--- config.mk ---
export PLATFORM = sky130hd
export DESIGN_NAME = delta_list_timer_queue
export DESIGN_NICKNAME = d
export VERILOG_FILES = /design/src/design/dltq_pkg.sv /design/src/design/dltq_dp.sv /design/src/design/dltq_ctrl.sv /design/src/design/delta_list_timer_queue.sv
export SDC_FILE = /design/constraint.sdc
export NUM_CORES = 2
export LEC_CHECK = 0
export BUFFER_PORTS_ARGS = -buffer_cell sky130_fd_sc_hd__buf_2
export CORE_ASPECT_RATIO = 0.5
export CORE_MARGIN = 4
export CORE_UTILIZATION = 35
export DETAILED_ROUTE_END_ITERATION = 10
export RECOVER_POWER = 25
export SYNTH_ARGS = -nofsm -noshare
export SYNTH_HDL_FRONTEND = slang
export SYNTH_SLANG_ARGS = --single-unit
--- constraint.sdc ---
create_clock -name clk -period 7.61 [get_ports clk]
set_input_delay 1.522 -clock clk [delete_from_list [all_inputs] [get_ports clk]]
set_output_delay 1.522 -clock clk [all_outputs]
set_load 0.01 [all_outputs]
--- src/design/dltq_pkg.sv ---
// Shared types and constants for the delta-list timer queue.
// Used by dltq_ctrl, dltq_dp and delta_list_timer_queue; depends on nothing.
package dltq_pkg;

  localparam int QUEUE_DEPTH = 16;
  localparam int MAX_RESULTS = 16;
  localparam int IDX_W       = $clog2(QUEUE_DEPTH);
  localparam int CNT_W       = $clog2(QUEUE_DEPTH + 1);
  localparam int FIRED_W     = $clog2(MAX_RESULTS + 1);

  localparam int DELTA_W  = 16;
  localparam int ACTION_W = 8;
  localparam int ARG_W    = 32;

  localparam int IN_DATA_W  = 64;
  localparam int OUT_DATA_W = 40;

  typedef enum logic [1:0] {
    KIND_NONE   = 2'd0,
    KIND_FIRED  = 2'd1,
    KIND_ACCEPT = 2'd2,
    KIND_FULL   = 2'd3
  } kind_t;

  typedef enum logic [2:0] {
    ST_IDLE,
    ST_DISPATCH,
    ST_INS_WALK,
    ST_INS_COMMIT,
    ST_TICK_SEEK,
    ST_FIRE
  } state_t;

  typedef struct packed {
    logic  load;
    logic  walk_step;
    logic  dec;
    logic  commit;
    logic  pop;
    logic  emit;
    kind_t kind;
    logic  last;
    logic  from_head;
  } dp_cmd_t;

  typedef struct packed {
    logic mode;
    logic busy;
    logic full;
    logic empty;
    logic idx_at_count;
    logic delta_zero;
    logic walk_go;
    logic fire_ok;
    logic head_last;
    logic out_free;
  } dp_status_t;

endpackage

--- src/design/dltq_dp.sv ---
// Datapath of the delta-list timer queue: entry registers, walk index,
// remaining delay, fire counter and the output register. Depends on dltq_pkg.
module dltq_dp import dltq_pkg::*; (
  input  logic                  clk,
  input  logic                  rst_n,
  input  dp_cmd_t               cmd,
  output dp_status_t            status,
  input  logic                  in_mode,
  input  logic [ACTION_W-1:0]   in_action,
  input  logic [ARG_W-1:0]      in_argument,
  input  logic [DELTA_W-1:0]    in_delay,
  input  logic                  in_busy,
  output logic                  out_valid,
  input  logic                  out_ready,
  output kind_t                 out_kind,
  output logic [ACTION_W-1:0]   out_action,
  output logic [ARG_W-1:0]      out_argument,
  output logic                  out_last
);

  logic [DELTA_W-1:0]  delta_r  [QUEUE_DEPTH];
  logic [ACTION_W-1:0] action_r [QUEUE_DEPTH];
  logic [ARG_W-1:0]    arg_r    [QUEUE_DEPTH];

  logic [CNT_W-1:0]    count_r;
  logic [CNT_W-1:0]    idx_r;
  logic [FIRED_W-1:0]  fired_r;
  logic [DELTA_W-1:0]  t_r;
  logic                mode_r;
  logic                busy_r;
  logic [ACTION_W-1:0] new_action_r;
  logic [ARG_W-1:0]    new_arg_r;

  logic                out_valid_r;
  kind_t               out_kind_r;
  logic [ACTION_W-1:0] out_action_r;
  logic [ARG_W-1:0]    out_arg_r;
  logic                out_last_r;

  logic [DELTA_W-1:0]  delta_sel;
  logic [DELTA_W-1:0]  delta_rem;
  logic                out_free;

  assign delta_sel = delta_r[idx_r[IDX_W-1:0]];
  assign delta_rem = delta_sel - t_r;
  assign out_free  = !out_valid_r || out_ready;

  always_comb begin
    status.mode         = mode_r;
    status.busy         = busy_r;
    status.full         = (count_r == CNT_W'(QUEUE_DEPTH));
    status.empty        = (count_r == '0);
    status.idx_at_count = (idx_r == count_r);
    status.delta_zero   = (delta_sel == '0);
    status.walk_go      = (idx_r != count_r) && (delta_sel <= t_r);
    status.fire_ok      = (count_r != '0) && (fired_r < FIRED_W'(MAX_RESULTS))
                          && (delta_r[0] == '0);
    status.head_last    = (count_r == CNT_W'(1))
                          || (fired_r == FIRED_W'(MAX_RESULTS - 1))
                          || (delta_r[1] != '0);
    status.out_free     = out_free;
  end

  always_ff @(posedge clk) begin
    if (cmd.load) begin
      mode_r       <= in_mode;
      busy_r       <= in_busy;
      t_r          <= in_delay;
      new_action_r <= in_action;
      new_arg_r    <= in_argument;
    end else if (cmd.walk_step) begin
      t_r <= t_r - delta_sel;
    end
  end

  always_ff @(posedge clk) begin
    if (!rst_n) begin
      count_r <= '0;
      idx_r   <= '0;
      fired_r <= '0;
    end else begin
      if (cmd.load) begin
        idx_r   <= '0;
        fired_r <= '0;
      end else if (cmd.walk_step) begin
        idx_r <= idx_r + CNT_W'(1);
      end
      if (cmd.commit) begin
        count_r <= count_r + CNT_W'(1);
      end else if (cmd.pop) begin
        count_r <= count_r - CNT_W'(1);
        fired_r <= fired_r + FIRED_W'(1);
      end
    end
  end

  always_ff @(posedge clk) begin
    for (int j = 0; j < QUEUE_DEPTH; j++) begin
      if (cmd.commit) begin
        if (CNT_W'(j) == idx_r) begin
          delta_r[j]  <= t_r;
          action_r[j] <= new_action_r;
          arg_r[j]    <= new_arg_r;
        end else if (j > 0 && CNT_W'(j) > idx_r) begin
          delta_r[j]  <= (CNT_W'(j) == idx_r + CNT_W'(1)) ? delta_rem : delta_r[j-1];
          action_r[j] <= action_r[j-1];
          arg_r[j]    <= arg_r[j-1];
        end
      end else if (cmd.pop) begin
        if (j < QUEUE_DEPTH - 1) begin
          delta_r[j]  <= delta_r[j+1];
          action_r[j] <= action_r[j+1];
          arg_r[j]    <= arg_r[j+1];
        end
      end else if (cmd.dec && CNT_W'(j) == idx_r) begin
        delta_r[j] <= delta_r[j] - DELTA_W'(1);
      end
    end
  end

  always_ff @(posedge clk) begin
    if (!rst_n) begin
      out_valid_r <= 1'b0;
    end else if (cmd.emit) begin
      out_valid_r <= 1'b1;
    end else if (out_ready) begin
      out_valid_r <= 1'b0;
    end
  end

  always_ff @(posedge clk) begin
    if (cmd.emit) begin
      out_kind_r   <= cmd.kind;
      out_last_r   <= cmd.last;
      out_action_r <= cmd.from_head ? action_r[0] : '0;
      out_arg_r    <= cmd.from_head ? arg_r[0] : '0;
    end
  end

  assign out_valid    = out_valid_r;
  assign out_kind     = out_kind_r;
  assign out_action   = out_action_r;
  assign out_argument = out_arg_r;
  assign out_last     = out_last_r;

  a_count_bound: assert property (@(posedge clk) disable iff (!rst_n)
    count_r <= CNT_W'(QUEUE_DEPTH))
    else $error("entry count beyond queue depth");

  a_pop_nonempty: assert property (@(posedge clk) disable iff (!rst_n)
    cmd.pop |-> (count_r != '0))
    else $error("pop from an empty queue");

  a_commit_room: assert property (@(posedge clk) disable iff (!rst_n)
    cmd.commit |-> (count_r < CNT_W'(QUEUE_DEPTH)))
    else $error("insert committed into a full queue");

  a_emit_free: assert property (@(posedge clk) disable iff (!rst_n)
    cmd.emit |-> out_free)
    else $error("result written over a beat not yet taken");

  a_pop_count: assert property (@(posedge clk) disable iff (!rst_n)
    cmd.pop |=> (count_r == $past(count_r) - CNT_W'(1)))
    else $error("pop did not lower the entry count");

endmodule

--- src/design/dltq_ctrl.sv ---
// Controller of the delta-list timer queue: sequences insert walks, tick
// decrements and entry firing. Depends on dltq_pkg.
module dltq_ctrl import dltq_pkg::*; (
  input  logic       clk,
  input  logic       rst_n,
  input  logic       in_valid,
  output logic       in_ready,
  input  dp_status_t status,
  output dp_cmd_t    cmd
);

  state_t state_r;
  state_t state_nxt;

  always_ff @(posedge clk) begin
    if (!rst_n) begin
      state_r <= ST_IDLE;
    end else begin
      state_r <= state_nxt;
    end
  end

  always_comb begin
    state_nxt = state_r;
    cmd       = '0;
    cmd.kind  = KIND_NONE;
    in_ready  = 1'b0;
    unique case (state_r)
      ST_IDLE: begin
        in_ready = 1'b1;
        if (in_valid) begin
          cmd.load  = 1'b1;
          state_nxt = ST_DISPATCH;
        end
      end
      ST_DISPATCH: begin
        if (status.mode) begin
          if (!status.full) begin
            state_nxt = ST_INS_WALK;
          end else if (status.out_free) begin
            cmd.emit  = 1'b1;
            cmd.kind  = KIND_FULL;
            cmd.last  = 1'b1;
            state_nxt = ST_IDLE;
          end
        end else begin
          if (!status.empty) begin
            state_nxt = ST_TICK_SEEK;
          end else if (status.out_free) begin
            cmd.emit  = 1'b1;
            cmd.last  = 1'b1;
            state_nxt = ST_IDLE;
          end
        end
      end
      ST_INS_WALK: begin
        if (status.walk_go) begin
          cmd.walk_step = 1'b1;
        end else begin
          state_nxt = ST_INS_COMMIT;
        end
      end
      ST_INS_COMMIT: begin
        if (status.out_free) begin
          cmd.commit = 1'b1;
          cmd.emit   = 1'b1;
          cmd.kind   = KIND_ACCEPT;
          cmd.last   = 1'b1;
          state_nxt  = ST_IDLE;
        end
      end
      ST_TICK_SEEK: begin
        if (status.idx_at_count) begin
          state_nxt = ST_FIRE;
        end else if (!status.delta_zero) begin
          cmd.dec   = 1'b1;
          state_nxt = ST_FIRE;
        end else begin
          cmd.walk_step = 1'b1;
        end
      end
      ST_FIRE: begin
        if (status.out_free) begin
          cmd.emit = 1'b1;
          if (!status.busy && status.fire_ok) begin
            cmd.pop       = 1'b1;
            cmd.kind      = KIND_FIRED;
            cmd.from_head = 1'b1;
            cmd.last      = status.head_last;
            if (status.head_last) begin
              state_nxt = ST_IDLE;
            end
          end else begin
            cmd.last  = 1'b1;
            state_nxt = ST_IDLE;
          end
        end
      end
      default: begin
        state_nxt = ST_IDLE;
      end
    endcase
  end

  a_load_idle: assert property (@(posedge clk) disable iff (!rst_n)
    cmd.load |-> (state_r == ST_IDLE))
    else $error("item taken outside the idle state");

  a_last_idle: assert property (@(posedge clk) disable iff (!rst_n)
    (cmd.emit && cmd.last) |=> (state_r == ST_IDLE))
    else $error("final beat not followed by idle");

  a_one_update: assert property (@(posedge clk) disable iff (!rst_n)
    $countones({cmd.commit, cmd.pop, cmd.dec}) <= 1)
    else $error("conflicting queue updates in one cycle");

endmodule

--- src/design/delta_list_timer_queue.sv ---
// Delta-list timer queue: a sorted callout queue whose expiry times are kept
// as deltas. Top level; depends on dltq_pkg, dltq_ctrl and dltq_dp.
//
// The input channel carries one command per beat: in_tuser = 1 inserts a new
// entry (action_id, argument, delay), in_tuser = 0 is a clock tick, with
// priority_busy deferring any firing to a later tick. The output channel
// returns one or more beats per command; out_tuser gives the kind of result
// and out_tlast marks the final beat of the command.
// A command is taken only while the block is idle. An insert walks past each
// entry whose delta does not exceed its remaining delay, then commits the new
// entry and returns an accept beat. An insert into a full queue and a tick on
// an empty queue answer straight from the dispatch state. Any other tick skips
// leading zero-delta entries, decrements the first nonzero delta if there is
// one and then returns its result beats, using the same single walk index.
// Reset empties the queue and clears any pending result. A stalled receiver
// holds the current result in the output register and the controller waits;
// a new command can be taken while the final beat of the previous one still
// waits to be taken.
module delta_list_timer_queue import dltq_pkg::*; (
  input  logic                  clk,
  input  logic                  rst_n,
  input  logic                  in_tvalid,
  output logic                  in_tready,
  input  logic [IN_DATA_W-1:0]  in_tdata,  // action_id, argument, delay, priority_busy
  input  logic                  in_tuser,  // mode
  output logic                  out_tvalid,
  input  logic                  out_tready,
  output logic [OUT_DATA_W-1:0] out_tdata, // action_id_res, argument_res
  output logic [1:0]            out_tuser, // kind
  output logic                  out_tlast
);

  dp_cmd_t             cmd;
  dp_status_t          status;
  kind_t               out_kind;
  logic [ACTION_W-1:0] out_action;
  logic [ARG_W-1:0]    out_argument;

  dltq_ctrl u_ctrl (
    .clk      (clk),
    .rst_n    (rst_n),
    .in_valid (in_tvalid),
    .in_ready (in_tready),
    .status   (status),
    .cmd      (cmd)
  );

  dltq_dp u_dp (
    .clk          (clk),
    .rst_n        (rst_n),
    .cmd          (cmd),
    .status       (status),
    .in_mode      (in_tuser),
    .in_action    (in_tdata[7:0]),
    .in_argument  (in_tdata[39:8]),
    .in_delay     (in_tdata[55:40]),
    .in_busy      (in_tdata[56]),
    .out_valid    (out_tvalid),
    .out_ready    (out_tready),
    .out_kind     (out_kind),
    .out_action   (out_action),
    .out_argument (out_argument),
    .out_last     (out_tlast)
  );

  assign out_tdata = {out_argument, out_action};
  assign out_tuser = out_kind;

endmodule
Word level (Yosys, flattened, before mapping). Memories as Yosys holds them, arrays and structs flattened. A register that Yosys moved wholly into a read port is not among the register bits. Index checks and enable logic that the tools add are counted.

Output and inout port bits: 45. Input port bits: 69. Memories kept: 3. Logic and storage cells: 589. Register bits: 120. RAM bits: 896.

Reduce and logical (&&, ||, !) cells: 37. Equal/unequal tests: 45. Add/subtract/negate cells: 22. Bitwise gates (word level): 107. $lt $le $gt $ge: 17. Muxes and demuxes: 344.

Memories: u_dp.arg_r (words 16, width 32, rd ports 16, clocked after memory_dff 0, write ports 16, RTL line dltq_dp.sv:23) `logic [ARG_W-1:0] arg_r [QUEUE_DEPTH];`; u_dp.delta_r (words 16, width 16, rd ports 17, clocked after memory_dff 1, write ports 16, RTL line dltq_dp.sv:21) `logic [DELTA_W-1:0] delta_r [QUEUE_DEPTH];`; u_dp.action_r (words 16, width 8, rd ports 16, clocked after memory_dff 0, write ports 16, RTL line dltq_dp.sv:22) `logic [ACTION_W-1:0] action_r [QUEUE_DEPTH];`.

Operators by type and width (number): 2-to-1 mux 16 bit (63); 2-to-1 mux 32 bit (30); subtractor 16 x 1 -> 16 bit, second input constant (16); 2-to-1 mux 8 bit (30); 2-to-1 mux 1 bit (194); OR 1 bit (106); == test 4 x 5 -> 1 bit, first input constant (16); == test 3 x 5 -> 1 bit, first input constant (8); greater-than comparator 4 x 5 -> 1 bit, first input constant (8); 2-to-1 mux 3 bit (11); logical NOT 16 bit (2); subtractor 16 bit (2); 2-to-1 mux 5 bit (5); == test 2 x 5 -> 1 bit, first input constant (4); greater-than comparator 3 x 5 -> 1 bit, first input constant (4); logical AND 1 bit (20); 2-to-1 mux 4 bit (5); one-hot mux 3 bit (6 select lines) (1); <= comparator 16 bit (1); nonzero test 16 bit (1); adder 5 x 1 -> 5 bit, second input constant (3); one-hot mux 4 bit (3 select lines) (1); == test 1 x 5 -> 1 bit, first input constant (2); greater-than comparator 2 x 5 -> 1 bit, first input constant (2); other kinds (27) (37).

Depth between registers and ports, before layout.
Depth after elaboration: 12. Mapped depth: 17. Mapped depth without buffers: 14.

Cells and area by module. Synthesis repeated with hierarchy kept, for this count alone.

Cell total of the unflattened synthesis: 6466. Area total of the unflattened synthesis: 60187.7 sq um.

Modules (own cells, without submodules): dltq_dp (area an instance 59851.2 sq um, seq. area each 30339.1 sq um, cells each 6419, times used 1); dltq_ctrl (area an instance 336.6 sq um, seq. area each 60.1 sq um, cells each 47, times used 1).

Least setup slack after synthesis. No wires, ideal clock.

Kind: input port to flip-flop. From: input out_tready. To: memory u_dp.delta_r[9][0] (enable). Stages: 5. Path slack: -0.298 ns. Data required time: 7.237 ns. Arrival time: 7.535 ns. Setup time: 0.373 ns. Path buffers: 1. Cells stage by stage: nand2b_1 clkbuf_1 nand3_1 o311ai_0 or2_1.

RTL lines: start, declared (RTL line delta_list_timer_queue.sv:27) `input logic out_tready,`; end, declared (RTL line dltq_dp.sv:21).

==> results.toml <==
[global_route]
antenna_found_initial = 9
gr-total-overflow = 0
grtUsageTotal_pct = 25.26
grt_max_degree = 106
grt_pass1_vias = 46710
grt_first_pass_wirelength_um = 332800

[die]
io_pins = 114
dieArea_um2 = 176200
std_cell_rows = 106
die_x_um = 589.6
fp.dieH_um = 298.8
core-area_um2 = 167500
initial_core_util_pct = 35.34

[sta]
period_share_pct = 88.30
setup_violations = 0
setup-tns-final_ns = 0
rsz0062_at_grt = "no"
clock_skew_ns = 0.05001
finalMaxSlewViolations = 667
fin_crit_ns = 6.720
relSlewSlack_pct = -164.9
clock.fmax_ghz = 0.1488
hold_viol_final = 0
tightest_slew_ns = 3.973

[cts]
cts_buffers = 105
cts_tree = "done"
cts_resized = 0
clk_transition_reported_paths_ns = 0.06
insertion_delay_ns = 0.75
clk_path_buf_depth = 3
root_buffer = "clkbuf_16"
h-tree-depth = 3
cts_hold_buffers = 0
cts_num_sinks = 1020
postCtsSetupRepairBufs = 0

[critical_path]
cp-end-kind = "flip-flop"
worstPathMaxFanout = 64
worstSetupPathType = "reg2reg"
arrival_ns = 7.30
r2r_cells = 10
critPathLaunch = "u_dp.delta_r[0][0]"
crit_required_ns = 8.19
r2r-start = "u_dp.delta_r[0][0]"
cp-endpoint = "u_dp.arg_r[1][152]"
r2r_end = "u_dp.arg_r[1][152]"
start_kind = "flip-flop"
r2r_slack_ns = 0.89

[logic_synthesis]
synth-adder-area-share_pct = 1.273
syn_avg_cell_area_um2 = 9.724
yosysWarnings = 0
ys_seq_area_share_pct = 51.36
ys_types = 80
synth_cells = 6087
synth_seq_cells = 1020
syn_nets = 6215
synth_top_family_by_area = "simple AND/OR/NAND/NOR gates"
ys_dominant_reg_cell = "edfxtp_1"
synthArstFlopShare_pct = 0
synthXorXnorAreaFrac_pct = 3.477
synthSimpleGateAreaFrac_pct = 17.15
synth_edf_count = 997
synth_mux_area_share_pct = 6.234
synthesis.area_um2 = 59190
synth-compound-area-share_pct = 16.46

[hold_path]
hp-start = "u_dp.fired_r[3]"
min_path_type = "reg2reg"

[final_layout]
nets = 6062
fin_util_pct = 38.91
layout-area-overhead-vs-synth_pct = 10.11
layout_common_cells = "edfxtp_1 (997), nor2_1 (991), nand2_1 (864)"
drive_gt1_share_pct = 7.916
fillCellCount = 16480
mostFrequentLayoutCell = "edfxtp_1"

[pwr]
vdd_drop_max_v = 0.0001833
seq_power_share_pct = 47.9
powerDensity_nw_per_um2 = 211.6
combinationalPowerShare_pct = 13.8
p_switching_mw = 3.922
switching_share_pct = 28.45
power.leakage_nw = 22.49
clockPowerShare_pct = 38.3
power.internal_mw = 9.866

[drt]
drc_errors = 0
avgRoutedWirePerCell_um = 28.01
num_vias = 51070
routed_wl_um = 232000
firstDrtPassIters = 10
avgViaCountPerCell = 6.164
antenna_left = 0
drt-initial-drc-count = 7945

[outcome]
outcome = "finished, violations left"
violations = "capacitance limit, slew limit"

[placement]
gp_congestion = 1.026
dp_hpwl_um = 144200
port_buffers = 106

[flow_run]
drv_cap = 16
## final cells by class
type                       instances  area (um2)  share of cell area, %
sequential                      1020       30400                  46.65
timing repair buffer             247        1484                  2.277
inverter                          88       331.6                 0.5088
clock inverter                    56       606.8                 0.9311
tap                             2268        2838                  4.354
clock buffer                     130        2743                  4.208
antenna                            3       7.507                0.01152
multi-input combinational       4472       26760                  41.06
## kinds of logic after synthesis
group           after synthesis
compound gates             1506
xor+xnor                    235
fa+ha+maj                    59
buf+inv                     595
flops                      1020
mux                         287
simple gates               2385
## worst min path at each step
stage	to	slack (ns)	cells past startpoint
after floorplan	u_dp.fired_r[3]	0.41	1
after global placement	u_dp.fired_r[3]	0.43	1
after detailed placement	u_dp.fired_r[3]	0.44	1
after CTS	u_dp.fired_r[3]	0.45	1
after global routing	u_dp.fired_r[3]	0.47	1
final	u_dp.fired_r[3]	0.47	1
## layer usage
metal	wire length, um	part of all wire [%]	vias up	global-route usage [%]
met5	34	0.015	-	0
met4	13220	5.7	6	11.64
met3	29140	13	590	6.237
met2	94850	41	3516	36.06
met1	94740	41	24790	35.88
li1	-	-	22170	-
## stage by stage
| step | power (mW) | hold WS [ns] | instances | worst slack, ns | instance area, um2 |
|---|---|---|---|---|---|
| 5_1_grt | 14.18 | 0.4704 | 8281 | 0.7104 | 65170 |
| 4_1_cts | 13.75 | 0.4542 | 8281 | 1.730 | 65310 |
| 6_report | 13.79 | 0.4687 | 8284 | 0.8902 | 65170 |
| 2_1_floorplan | 7.705 | 0.4141 | 6087 | 1.407 | 59190 |
| 3_3_place_gp | 8.507 | 0.4276 | 8095 | 1.821 | 61960 |
| 3_5_place_dp | 8.531 | 0.4428 | 8095 | 1.781 | 61960 |
## sequential cells by signal, indices dropped and copies added, names as in the netlist, named ones only
register           count
u_ctrl.state_r         3
u_dp.action_r        128
u_dp.arg_r           512
u_dp.busy_r            1
u_dp.count_r           5
u_dp.delta_r         256
u_dp.fired_r           5
u_dp.idx_r             5
u_dp.mode_r            1
u_dp.new_action_r      8
u_dp.new_arg_r        32
u_dp.out_action        8
u_dp.out_argument     32
u_dp.out_kind          2
u_dp.out_last          1
u_dp.out_valid         1
u_dp.t_r              16
## synth_stat cells (all sizes together), types with 23 or more instances
master | n | share of area, %
a21oi | 404 | 3.4
nor3 | 104 | 0.89
mux4 | 64 | 2.4
xnor2 | 113 | 1.7
inv | 85 | 0.54
nor2 | 999 | 6.3
a211oi | 57 | 0.72
buf | 137 | 1.1
o21ai | 177 | 1.5
xor2 | 122 | 1.8
mux2i | 210 | 3.6
a221oi | 105 | 1.6
or3 | 37 | 0.39
nand2 | 880 | 5.6
a22oi | 260 | 3.3
edfxtp | 997 | 51
nor4 | 42 | 0.51
o211ai | 30 | 0.38
ha | 57 | 1.2
a31oi | 66 | 0.70
and2 | 69 | 0.73
o22ai | 252 | 2.7
clkbuf | 370 | 2.3
nand2b | 27 | 0.29
dfxtp | 23 | 0.78
nand3 | 90 | 0.76
## worst max-delay path: stages, from the launching register on
cell	delay, ns
edfxtp_1	0.51
inv_1	0.14
ha_1	0.22
nor4b_1	0.32
nand4_1	0.60
nor4_4	0.43
buf_4	0.59
clkbuf_1	2.30
buf_4	0.96
a22oi_1	0.22
o21ai_0	0.15
## power by group through the flow
stage / sequential [mW] / combinational, mW / clock, mW
2_1_floorplan: 6.62 / 1.09 / 0
3_3_place_gp: 6.71 / 1.79 / 0
3_5_place_dp: 6.71 / 1.82 / 0
4_1_cts: 6.60 / 1.82 / 5.33
5_1_grt: 6.62 / 1.99 / 5.57
6_report: 6.61 / 1.90 / 5.28
Power figures use the tool's default switching activity.
